[src/rtl/core/cmtp_pkg.sv]
// ----------------------------------------------------------------------------
// cmtp_pkg
// Types and constants shared by the color map table parser and its channels.
// ----------------------------------------------------------------------------
package cmtp_pkg;

	// status codes of a result
	localparam logic [1:0] ST_ENTRY       = 2'd0;
	localparam logic [1:0] ST_BAD_DEPTH   = 2'd1;
	localparam logic [1:0] ST_EMPTY_RANGE = 2'd2;

	// depth codes from the header
	localparam logic [1:0] DEPTH_NIBBLE  = 2'd0;
	localparam logic [1:0] DEPTH_BYTE    = 2'd1;
	localparam logic [1:0] DEPTH_WORD    = 2'd2;
	localparam logic [1:0] DEPTH_UNKNOWN = 2'd3;

	// full index range by depth when no range is given
	localparam logic [15:0] END_NIBBLE = 16'd15;
	localparam logic [15:0] END_BYTE   = 16'd255;
	localparam logic [15:0] END_WORD   = 16'd65535;

	// fixed-point color conversion coefficients, 16 fractional bits
	localparam logic signed [27:0] K_Y     = 28'sd76309;
	localparam logic signed [27:0] K_R_CR  = 28'sd104597;
	localparam logic signed [27:0] K_G_CB  = 28'sd25675;
	localparam logic signed [27:0] K_G_CR  = 28'sd53279;
	localparam logic signed [27:0] K_B_CB  = 28'sd132201;
	localparam logic signed [27:0] K_ROUND = 28'sd32768;

	typedef struct packed {
		logic [7:0] data_byte;
		logic       table_start;
	} in_item_t;

	typedef struct packed {
		logic [1:0]  status;
		logic [15:0] entry_index;
		logic [7:0]  red;
		logic [7:0]  green;
		logic [7:0]  blue;
		logic [7:0]  alpha;
		logic        last_entry;
	} out_item_t;

endpackage

[src/rtl/core/cmtp_stream_if.sv]
// ----------------------------------------------------------------------------
// cmtp_stream_if
// Valid/ready channel carrying one payload item per request.
// ----------------------------------------------------------------------------
interface cmtp_stream_if #(
	parameter type payload_t = cmtp_pkg::in_item_t
) ();

	logic     valid;
	logic     ready;
	payload_t payload;

	modport source (output valid, output payload, input ready);
	modport sink   (input valid, input payload, output ready);

endinterface

[src/rtl/core/color_map_table_parser_core.sv]
// ----------------------------------------------------------------------------
// color_map_table_parser_core
// Color lookup table stream parser with YCbCr to RGB conversion.
// ----------------------------------------------------------------------------
// Usage:
// byte_chan takes one stream byte per request; table_start marks a header.
// result_chan gives at most one result per byte: a palette entry (status 0)
// with index, RGB components, alpha and last flag, or a status report for an
// unknown depth code or an empty index range.
// A byte is registered on acceptance and parsed in the next cycle; its result
// is loaded into the result register when that register is empty or being
// taken, and it waits there until the receiver takes it.
// Throughput is one byte per cycle while result_chan does not stall, set by
// the single parse and conversion step between the input and result registers.
// While result_chan stalls with a result waiting, one more byte is taken into
// the input register, then byte_chan ready drops until the result leaves.
// Reset puts the parser idle, waiting for a header byte, with both
// registers empty; bytes without table_start are dropped while idle.
// ----------------------------------------------------------------------------
module color_map_table_parser_core (
	input  logic            clk,
	input  logic            arst_n,
	cmtp_stream_if.sink     byte_chan,
	cmtp_stream_if.source   result_chan
);

	localparam logic [1:0] PH_IDLE   = 2'd0;
	localparam logic [1:0] PH_REGION = 2'd1;
	localparam logic [1:0] PH_RANGE  = 2'd2;
	localparam logic [1:0] PH_ENTRY  = 2'd3;

	// input register
	logic                 in_valid_s1;
	cmtp_pkg::in_item_t   in_item_s1;

	// result register
	logic                 res_valid_s2;
	cmtp_pkg::out_item_t  res_item_s2;

	// parser state
	logic [1:0]  phase_q,   phase_d;
	logic [2:0]  count_q,   count_d;
	logic        is_rgb_q,  is_rgb_d;
	logic [1:0]  depth_q,   depth_d;
	logic        region_q,  region_d;
	logic        range_q,   range_d;
	logic [15:0] cur_q,     cur_d;
	logic [15:0] fin_q,     fin_d;
	logic [7:0]  held_q [3];
	logic [7:0]  held_d [3];

	logic                 emit;
	cmtp_pkg::out_item_t  res_d;
	logic                 advance;
	logic [7:0]           b;
	logic [7:0]           conv_r, conv_g, conv_b;

	function automatic logic [7:0] clamp_scaled(input logic signed [27:0] sum);
		logic [7:0] v;
		if (sum[27])
			v = 8'd0;
		else if (|sum[26:24])
			v = 8'd255;
		else
			v = sum[23:16];
		return v;
	endfunction

	assign advance         = !res_valid_s2 || result_chan.ready;
	assign byte_chan.ready = !in_valid_s1 || advance;
	assign result_chan.valid   = res_valid_s2;
	assign result_chan.payload = res_item_s2;
	assign b = in_item_s1.data_byte;

	// ycbcr to rgb from the three held components
	always_comb begin
		logic signed [27:0] ys, cbs, crs;
		logic signed [27:0] yk, r_sum, g_sum, b_sum;
		ys    = $signed({20'd0, held_q[0]}) - 28'sd16;
		cbs   = $signed({20'd0, held_q[1]}) - 28'sd128;
		crs   = $signed({20'd0, held_q[2]}) - 28'sd128;
		yk    = ys * cmtp_pkg::K_Y;
		r_sum = yk + crs * cmtp_pkg::K_R_CR + cmtp_pkg::K_ROUND;
		g_sum = yk - cbs * cmtp_pkg::K_G_CB - crs * cmtp_pkg::K_G_CR + cmtp_pkg::K_ROUND;
		b_sum = yk + cbs * cmtp_pkg::K_B_CB + cmtp_pkg::K_ROUND;
		conv_r = clamp_scaled(r_sum);
		conv_g = clamp_scaled(g_sum);
		conv_b = clamp_scaled(b_sum);
	end

	always_comb begin
		phase_d  = phase_q;
		count_d  = count_q;
		is_rgb_d = is_rgb_q;
		depth_d  = depth_q;
		region_d = region_q;
		range_d  = range_q;
		cur_d    = cur_q;
		fin_d    = fin_q;
		held_d   = held_q;
		emit     = 1'b0;
		res_d    = '0;

		if (in_item_s1.table_start) begin
			is_rgb_d = b[7];
			depth_d  = b[6:5];
			region_d = b[4];
			range_d  = b[3];
			count_d  = 3'd0;
			if (b[6:5] == cmtp_pkg::DEPTH_UNKNOWN) begin
				phase_d      = PH_IDLE;
				emit         = 1'b1;
				res_d.status = cmtp_pkg::ST_BAD_DEPTH;
			end else begin
				if (!b[3]) begin
					cur_d = 16'd0;
					unique case (b[6:5])
						cmtp_pkg::DEPTH_NIBBLE: fin_d = cmtp_pkg::END_NIBBLE;
						cmtp_pkg::DEPTH_BYTE:   fin_d = cmtp_pkg::END_BYTE;
						default:                fin_d = cmtp_pkg::END_WORD;
					endcase
				end
				if (b[4])
					phase_d = PH_REGION;
				else
					phase_d = b[3] ? PH_RANGE : PH_ENTRY;
			end
		end else begin
			unique case (phase_q)
				PH_REGION: begin
					if (count_q >= 3'd7) begin
						count_d = 3'd0;
						phase_d = range_q ? PH_RANGE : PH_ENTRY;
					end else begin
						count_d = count_q + 3'd1;
					end
				end
				PH_RANGE: begin
					logic done;
					done = 1'b0;
					unique case (depth_q)
						cmtp_pkg::DEPTH_NIBBLE: begin
							cur_d = {12'd0, b[7:4]};
							fin_d = {12'd0, b[3:0]};
							done  = 1'b1;
						end
						cmtp_pkg::DEPTH_BYTE: begin
							if (count_q == 3'd0) begin
								cur_d = {8'd0, b};
							end else begin
								fin_d = {8'd0, b};
								done  = 1'b1;
							end
						end
						default: begin
							unique case (count_q)
								3'd0:    cur_d = {b, 8'd0};
								3'd1:    cur_d = {cur_q[15:8], b};
								3'd2:    fin_d = {b, 8'd0};
								default: begin
									fin_d = {fin_q[15:8], b};
									done  = 1'b1;
								end
							endcase
						end
					endcase
					if (!done) begin
						count_d = count_q + 3'd1;
					end else begin
						count_d = 3'd0;
						if (cur_d > fin_d) begin
							phase_d      = PH_IDLE;
							emit         = 1'b1;
							res_d.status = cmtp_pkg::ST_EMPTY_RANGE;
						end else begin
							phase_d = PH_ENTRY;
						end
					end
				end
				PH_ENTRY: begin
					if (count_q < 3'd3) begin
						held_d[count_q[1:0]] = b;
						count_d = count_q + 3'd1;
					end else begin
						count_d           = 3'd0;
						emit              = 1'b1;
						res_d.status      = cmtp_pkg::ST_ENTRY;
						res_d.entry_index = cur_q;
						res_d.red         = is_rgb_q ? held_q[0] : conv_r;
						res_d.green       = is_rgb_q ? held_q[1] : conv_g;
						res_d.blue        = is_rgb_q ? held_q[2] : conv_b;
						res_d.alpha       = b;
						res_d.last_entry  = (cur_q == fin_q);
						if (cur_q == fin_q)
							phase_d = PH_IDLE;
						else
							cur_d = cur_q + 16'd1;
					end
				end
				default: begin
					// stray bytes while idle are dropped
				end
			endcase
		end
	end

	always_ff @(posedge clk or negedge arst_n) begin
		if (!arst_n) begin
			in_valid_s1 <= 1'b0;
		end else if (byte_chan.ready) begin
			in_valid_s1 <= byte_chan.valid;
		end
	end

	always_ff @(posedge clk) begin
		if (byte_chan.ready && byte_chan.valid)
			in_item_s1 <= byte_chan.payload;
	end

	always_ff @(posedge clk or negedge arst_n) begin
		if (!arst_n) begin
			res_valid_s2 <= 1'b0;
			phase_q      <= PH_IDLE;
			count_q      <= 3'd0;
			is_rgb_q     <= 1'b0;
			depth_q      <= cmtp_pkg::DEPTH_NIBBLE;
			region_q     <= 1'b0;
			range_q      <= 1'b0;
			cur_q        <= 16'd0;
			fin_q        <= 16'd0;
			held_q[0]    <= 8'd0;
			held_q[1]    <= 8'd0;
			held_q[2]    <= 8'd0;
		end else if (advance) begin
			res_valid_s2 <= in_valid_s1 && emit;
			if (in_valid_s1) begin
				phase_q  <= phase_d;
				count_q  <= count_d;
				is_rgb_q <= is_rgb_d;
				depth_q  <= depth_d;
				region_q <= region_d;
				range_q  <= range_d;
				cur_q    <= cur_d;
				fin_q    <= fin_d;
				held_q   <= held_d;
			end
		end
	end

	always_ff @(posedge clk) begin
		if (advance && in_valid_s1 && emit)
			res_item_s2 <= res_d;
	end

endmodule
[src/flat_wrapper.sv]
// flat-port wrapper written by rule: the top's interface ports become plain ports
module color_map_table_parser_core_flat 
  (clk, arst_n, byte_chan_valid, byte_chan_payload, byte_chan_ready, result_chan_valid, result_chan_payload, result_chan_ready);
  cmtp_stream_if byte_chan_i ();
  cmtp_stream_if result_chan_i ();
  input  logic clk;
  input  logic arst_n;
  input wire logic [$bits(byte_chan_i.valid)-1:0] byte_chan_valid;
  input wire logic [$bits(byte_chan_i.payload)-1:0] byte_chan_payload;
  output wire logic [$bits(byte_chan_i.ready)-1:0] byte_chan_ready;
  output wire logic [$bits(result_chan_i.valid)-1:0] result_chan_valid;
  output wire logic [$bits(result_chan_i.payload)-1:0] result_chan_payload;
  input wire logic [$bits(result_chan_i.ready)-1:0] result_chan_ready;
  assign byte_chan_i.valid = byte_chan_valid;
  assign byte_chan_i.payload = byte_chan_payload;
  assign byte_chan_ready = byte_chan_i.ready;
  assign result_chan_valid = result_chan_i.valid;
  assign result_chan_payload = result_chan_i.payload;
  assign result_chan_i.ready = result_chan_ready;
  color_map_table_parser_core u_core (.clk(clk), .arst_n(arst_n), .byte_chan(byte_chan_i), .result_chan(result_chan_i));
endmodule
[config.mk]
export PLATFORM = sky130hd
export DESIGN_NAME = color_map_table_parser_core_flat
export DESIGN_NICKNAME = d
export VERILOG_FILES = /design/src/rtl/core/cmtp_pkg.sv /design/src/rtl/core/cmtp_stream_if.sv /design/src/rtl/core/color_map_table_parser_core.sv /design/src/flat_wrapper.sv
export SDC_FILE = /design/constraint.sdc
export NUM_CORES = 1
export LEC_CHECK = 0
export BUFFER_PORTS_ARGS = -buffer_cell sky130_fd_sc_hd__buf_2
export CAP_MARGIN = 20
export CORE_ASPECT_RATIO = 1.75
export CORE_MARGIN = 8
export CORE_UTILIZATION = 55
export DETAILED_ROUTE_END_ITERATION = 12
export PLACE_DENSITY = 0.78
export SYNTH_ARGS = -nofsm -noshare
export SYNTH_HDL_FRONTEND = slang
export SYNTH_SLANG_ARGS = --single-unit
[constraint.sdc]
create_clock -name clk -period 4 [get_ports clk]
set_clock_uncertainty 0.05 [all_clocks]
set_input_delay 0.8 -clock clk [delete_from_list [all_inputs] [get_ports clk]]
set_output_delay 0.8 -clock clk [all_outputs]
set_load 0.05 [all_outputs]
==> run_results.csv, run 1 <==
group,metric,value,unit
route,via_per_inst,6.81,
pwr,p_sw,1910,µW
floorplanning,start_util,0.563,
global_route,grtUsageTotal,0.257,
pwr,p_per_area,819,nW/µm²
layout,nNetsFinal,558,
clocking,cts.clk_slew.worst_paths,0.05,ns
timing,setup-tns-final,0,ns
logic_synthesis,synthDistinctLibCells,70,
pwr,pwr-share-clk,0.185,
clocking,cts_setup_buffers,0,
pwr,power,4010,µW
logic_synthesis,synthesis.area,4450,µm²
logic_synthesis,synth_ff_type,"dfrtp_1",
floorplanning,dieHeight,135,µm
layout,layout_common_cells,"58 x nand2_1, 43 x nor2_1, 43 x o21ai_0",
worst_setup_path,cp.required,4.02,ns
logic_synthesis,yosysTopAreaCell,"dfrtp_1",
pwr,ir_drop,0.628,mV
logic_synthesis,seq_area_frac_synth,0.358,
clocking,clockBufferDepth,2,
timing,rsz0062_at_grt,"false",
timing,timing.hold.ws,0.259,ns
pwr,p_leak,0.00202,µW
route,antenna_left,0,
pwr,p_seq_frac,0.286,
pwr,p_comb_frac,0.529,
clocking,cts_tree,"built",
global_route,antenna_found_initial,0,
worst_setup_path,cp_top_family,"simple AND/OR/NAND/NOR gates",
layout,multi_input_area,2610,µm²
layout,syn2layout_area_growth,9.89,%
outcome,status,"finished, final reports clean",
place,gp_congestion,0.957,
logic_synthesis,synth_cells,512,
worst_setup_path,cp_max_fo,12,
worst_setup_path,end_kind,"flop",
worst_setup_path,critPathSlowestCell,"or4_1",
route,drt_iter0_drc,389,
layout,fin_util,0.619,
route,wl_per_cell,23.5,µm
global_route,grt_max_degree,43,
worst_setup_path,path_cells,"inv_1, ha_1, nor3b_1, nor3_1, buf_4, a22o_1, ha_1, nand4_1, nor2_1, or4_1, a211o_1, a31oi_1, nor2_1, buf_4",
floorplanning,io_pins,24,
logic_synthesis,syn-num-nets,547,
timing,slew_violations,0,
place,dp_hpwl,10700,µm
logic_synthesis,synth_top_area_frac,0.236,
route,finalWirelength,14500,µm
timing,min_period,3.72,ns
route,met2_length,7620,µm
flow_run,maxCapViolCount,0,
clocking,clock_sinks,60,
layout,num-fill-cells,712,
logic_synthesis,synth_edf_count,18,
logic_synthesis,avgSynthCellArea,8.69,µm²
layout,layout_commonest_cell,"nand2_1",
worst_setup_path,critPathLaunchType,"flop",
floorplanning,die-area,11300,µm²
worst_setup_path,worst-path-buf-inv,3,
clocking,htreeDepth,3,
floorplanning,core,7910,µm²
worst_setup_path,critPathKind,"flop to flop",
timing,fin_crit_sh,0.931,
clocking,clk_latency,0.33,ns
logic_synthesis,synthArstFlopShare,0.700,
global_route,grt_pass1_vias,4227,
worst_setup_path,cp_slowest_stage_delay,0.50,ns
floorplanning,die_w,84.0,µm
route,wl_met3,711,µm
floorplanning,rows,43,
timing,max_freq,0.268,GHz
logic_synthesis,synth-seq-cells,60,
route,firstDrtPassIters,7,
clocking,numCtsBuffers,9,
global_route,grt_pass1_wl,22600,µm
timing,hold_viol,0,
route,wl_met1,5150,µm
timing,worstMarginPinSlew,0.829,ns
layout,antenna_cells,0,
route,vias,4199,
timing,setup_viol_count_final,0,
timing,slew-limit-headroom,0.446,
layout,regArea,1590,µm²
place,port_buffers,23,
pwr,swShare,0.477,
clocking,clk_root_buffer_cell,"clkbuf_16",
route,drc_errors,0,
worst_setup_path,arrival,3.75,ns
worst_hold_path,hp-class,"input port to async pin",
route,top_layer_used,"met4",
pwr,intPower,2100,µW
logic_synthesis,yosysWarnings,0,
global_route,globalRoute.totalOverflow,0,
logic_synthesis,netlist_top_cells_area,"dfrtp_1 24%, edfxtp_1 12%, ha_1 6.2%, o21ai_0 4.9%, nand2_1 4.9%",
layout,drive_above_1_share,0.137,
[synthesized netlist by cell type, drive strengths merged (2+ instances only)]
cell type / count
nand2: 58
o21ai: 46
nor2: 43
a21oi: 42
dfrtp: 42
buf: 24
ha: 22
edfxtp: 18
a22o: 16
clkbuf: 16
xor2: 16
a22oi: 15
nor3: 15
and2: 12
inv: 12
nor4: 11
nand2b: 10
nand3: 10
and3: 7
a31oi: 6
o211ai: 6
nand4: 5
or2: 5
mux2i: 4
o32ai: 4
a21o: 3
nand3b: 3
o22a: 3
o2bb2ai: 3
o31ai: 3
a211o: 2
a311oi: 2
a32oi: 2
a41oi: 2
mux2: 2
nor2b: 2
o21a: 2
o311ai: 2
[metrics by stage]
step	setup WS [ns]	instance area, µm²	instances
after floorplan	0.220	4450	512
after global placement	0.391	4580	601
after detailed placement	0.365	4580	601
after CTS	0.338	4870	616
after global routing	0.00476	4890	617
final	0.275	4890	617
[final timing paths]
kind	from	end	slack, ns	cells after the start
worst max-delay path	u_core.count_q[0]	u_core.result_chan.payload[0]	0.28	14
worst min-delay path	arst_n	u_core.fin_q[8]	0.26	1
worst max register to register	u_core.count_q[0]	u_core.result_chan.payload[0]	0.28	14
worst min register to register	u_core.range_q	u_core.range_q	0.47	1
max in group asynchronous	arst_n	u_core.cur_q[0]	3.17	2
min in group clk	u_core.range_q	u_core.range_q	0.47	1
[kinds of logic after synthesis]
kind of cell,after synthesis,synth area share
simple gates,188,0.221
xor+xnor,16,0.0332
flops,60,0.358
mux,6,0.0141
compound gates,168,0.252
fa+ha+maj,22,0.0618
buf+inv,52,0.0596
[flip-flops by register name, indices dropped and copies added, names as in the netlist]
register	count
u_core.result_chan.payload	9
u_core.phase_q	2
u_core.result_chan.valid	1
u_core.b	8
u_core.in_item_s1	1
u_core.count_q	3
u_core.cur_q	16
u_core.in_valid_s1	1
u_core.fin_q	16
u_core.range_q	1
u_core.depth_q	2
[area by class of cell]
| type | instances | area share |
|---|---|---|
| sequential | 60 | 0.325 |
| tap | 90 | 0.0230 |
| multi-input combinational | 400 | 0.532 |
| inverter | 12 | 0.00921 |
| clock inverter | 5 | 0.0110 |
| clock buffer | 10 | 0.0468 |
| timing repair buffer | 40 | 0.0522 |
[metal layers]
layer | vias up | GRT usage
li1 | 1902 | -
met4 | 0 | 0.194
met5 | - | 0
met1 | 2028 | 0.257
met3 | 72 | 0.0434
met2 | 197 | 0.463
[power by group through the flow]
stage / logic, µW / clock network [µW] / registers (µW)
final: 2120 / 739 / 1150
after global routing: 2340 / 776 / 1160
after CTS: 2070 / 752 / 1130
after detailed placement: 2060 / 0 / 1140
after global placement: 2020 / 0 / 1140
after floorplan: 1640 / 0 / 1010
[what timing repair did]
item / CTS / global route
resized for setup: 0 / 1
hold buffers: 0 / 0
endpoints found under the setup margin: 0 / 9
Note: power is estimated with default switching activity, not from simulation.
==> run 2, diff against run 1 <==
CORE_UTILIZATION = 56   (was 55)
PLACE_DENSITY = 0.79   (was 0.78)
==> run 2 against run 1 <==
Highest routed layer unchanged. Combinational power is essentially flat. Sequential share of layout area is essentially flat. Utilization grew 0.81 points. Register-to-register slack is essentially flat. Count of clock-buffer cells in the layout is the same.
==> run_results.csv, run 2 (synthesis results as in run 1) <==
group,metric,value,unit
outcome,status,"finished, final reports clean",
global_route,grt_max_degree,43,
route,drt_iter0_drc,509,
worst_setup_path,worst-path-buf-inv,3,
pwr,p_per_area,816,nW/µm²
timing,setup-tns-final,0,ns
route,antenna_left,0,
worst_hold_path,hp-class,"input port to async pin",
timing,max_freq,0.267,GHz
worst_setup_path,end_kind,"flop",
worst_setup_path,r2r_slack,0.26,ns
layout,nNetsFinal,558,
global_route,grt_pass1_vias,4215,
clocking,clk_latency,0.33,ns
clocking,cts_setup_buffers,0,
floorplanning,start_util,0.571,
route,drc_errors,0,
clocking,cts_tree,"built",
timing,setup_viol_count_final,0,
layout,layout_common_cells,"58 x nand2_1, 43 x nor2_1, 43 x o21ai_0",
worst_setup_path,critPathKind,"flop to flop",
layout,syn2layout_area_growth,9.81,%
layout,drive_above_1_share,0.134,
global_route,antenna_found_initial,0,
route,firstDrtPassIters,6,
layout,layout_commonest_cell,"nand2_1",
worst_setup_path,r2r_cells,14,
floorplanning,rows,43,
timing,min_period,3.74,ns
clocking,clk_root_buffer_cell,"clkbuf_16",
clocking,htreeDepth,3,
worst_setup_path,r2r-start,"u_core.count_q[0]",
timing,slew-limit-headroom,0.334,
pwr,ir_drop,0.590,mV
pwr,p_leak,0.00203,µW
timing,slew_violations,0,
worst_setup_path,path_cells,"inv_1, ha_1, nor3b_1, nor3_1, buf_4, a22o_1, ha_1, a21oi_1, nor3_1, or4_1, a211o_1, a31oi_1, nor2_1, buf_4",
floorplanning,die_w,83.4,µm
route,finalWirelength,14500,µm
global_route,globalRoute.totalOverflow,0,
worst_setup_path,cp_max_fo,12,
route,via_per_inst,6.90,
global_route,grt_pass1_wl,22600,µm
worst_setup_path,critPathSlowestCell,"dfrtp_1",
place,port_buffers,23,
place,gp_congestion,1.01,
clocking,clockBufferDepth,2,
timing,rsz0062_at_grt,"false",
floorplanning,dieHeight,134,µm
floorplanning,core,7800,µm²
timing,fin_crit_sh,0.935,
floorplanning,io_pins,24,
clocking,cts_hold_buf,0,
layout,antenna_cells,0,
worst_setup_path,critPathLaunchType,"flop",
worst_setup_path,arrival,3.77,ns
route,vias,4262,
global_route,grtUsageTotal,0.260,
clocking,cts_resized,0,
timing,hold_viol,0,
pwr,power,3990,µW
place,dp_hpwl,10400,µm
clocking,clock_sinks,60,
layout,num-fill-cells,651,
floorplanning,die-area,11200,µm²
flow_run,maxCapViolCount,0,
worst_setup_path,cp_slowest_stage_delay,0.42,ns
worst_setup_path,cp_top_family,"simple AND/OR/NAND/NOR gates",
route,wl_per_cell,23.4,µm
worst_setup_path,cp.required,4.04,ns
timing,worstMarginPinSlew,0.999,ns
worst_setup_path,timing.rr.end,"u_core.result_chan.payload[6]",
clocking,numCtsBuffers,9,
clocking,cts.clk_slew.worst_paths,0.05,ns
-- run 2: changes by cell type in the layout (fill, tap and decap cells not counted) --
cell / before / now
clkinv_1: 1 / 2
clkinv_2: 1 / 2
clkinv_4: 0 / 1
clkinvlp_4: 2 / 0
nor4_1: 6 / 7
nor4_2: 1 / 0
-- run 2: area by class of cell --
type,instances,area [µm²],area share
repair buffers,40,255,0.0522
clock inverters,6,56.3,0.0115
clock buffers,10,229,0.0468
flip-flops and latches,60,1590,0.326
well taps,90,113,0.0230
inverters,12,45.0,0.00921
multi-input cells,400,2600,0.532
-- run 2: worst register-to-register path: stages, from the launching register on --
cell     delay [ns]
dfrtp_1        0.42
inv_1          0.11
ha_1           0.29
nor3b_1        0.17
nor3_1         0.28
buf_4          0.23
a22o_1         0.27
ha_1           0.28
a21oi_1        0.17
nor3_1         0.06
or4_1          0.41
a211o_1        0.30
a31oi_1        0.22
nor2_1         0.06
buf_4          0.18
-- run 2: metal layers --
layer,part of all wire,vias to the layer above,GRT usage
li1,-,1906,-
met1,0.34,1989,0.264
met2,0.50,276,0.455
met3,0.077,91,0.0589
met4,0.075,0,0.187
met5,0,-,0
-- run 2: how the worst max path moves through the flow --
| stage | from | end | cells after the start |
|---|---|---|---|
| after CTS | u_core.count_q[0] | u_core.result_chan.payload[3] | 15 |
| after global routing | u_core.count_q[0] | u_core.result_chan.payload[2] | 13 |
| after global placement | u_core.count_q[0] | u_core.result_chan.payload[4] | 15 |
| after detailed placement | u_core.count_q[0] | u_core.result_chan.payload[1] | 16 |
| final | u_core.count_q[0] | u_core.result_chan.payload[6] | 14 |
| after floorplan | u_core.count_q[1] | u_core.result_chan.payload[0] | 15 |
-- run 2: stage by stage --
stage	instance area (µm²)	setup WS, ns	cells	utilization	hold slack (ns)
floorplan	4450	0.220	512	-	0.430
global placement	4580	0.439	601	0.587	0.452
detailed placement	4580	0.357	601	0.587	0.452
CTS	4870	0.329	617	0.624	0.464
global route	4890	0.00624	618	0.627	0.357
finish	4890	0.261	618	0.627	0.338
-- run 2: report_power, final --
| group | internal (µW) | leakage, µW | switching [µW] |
|---|---|---|---|
| Clock | 476 | 0.000141 | 270 |
| Combinational | 801 | 0.00118 | 1290 |
| Sequential | 814 | 0.000704 | 334 |
| Total | 2090 | 0.00203 | 1900 |
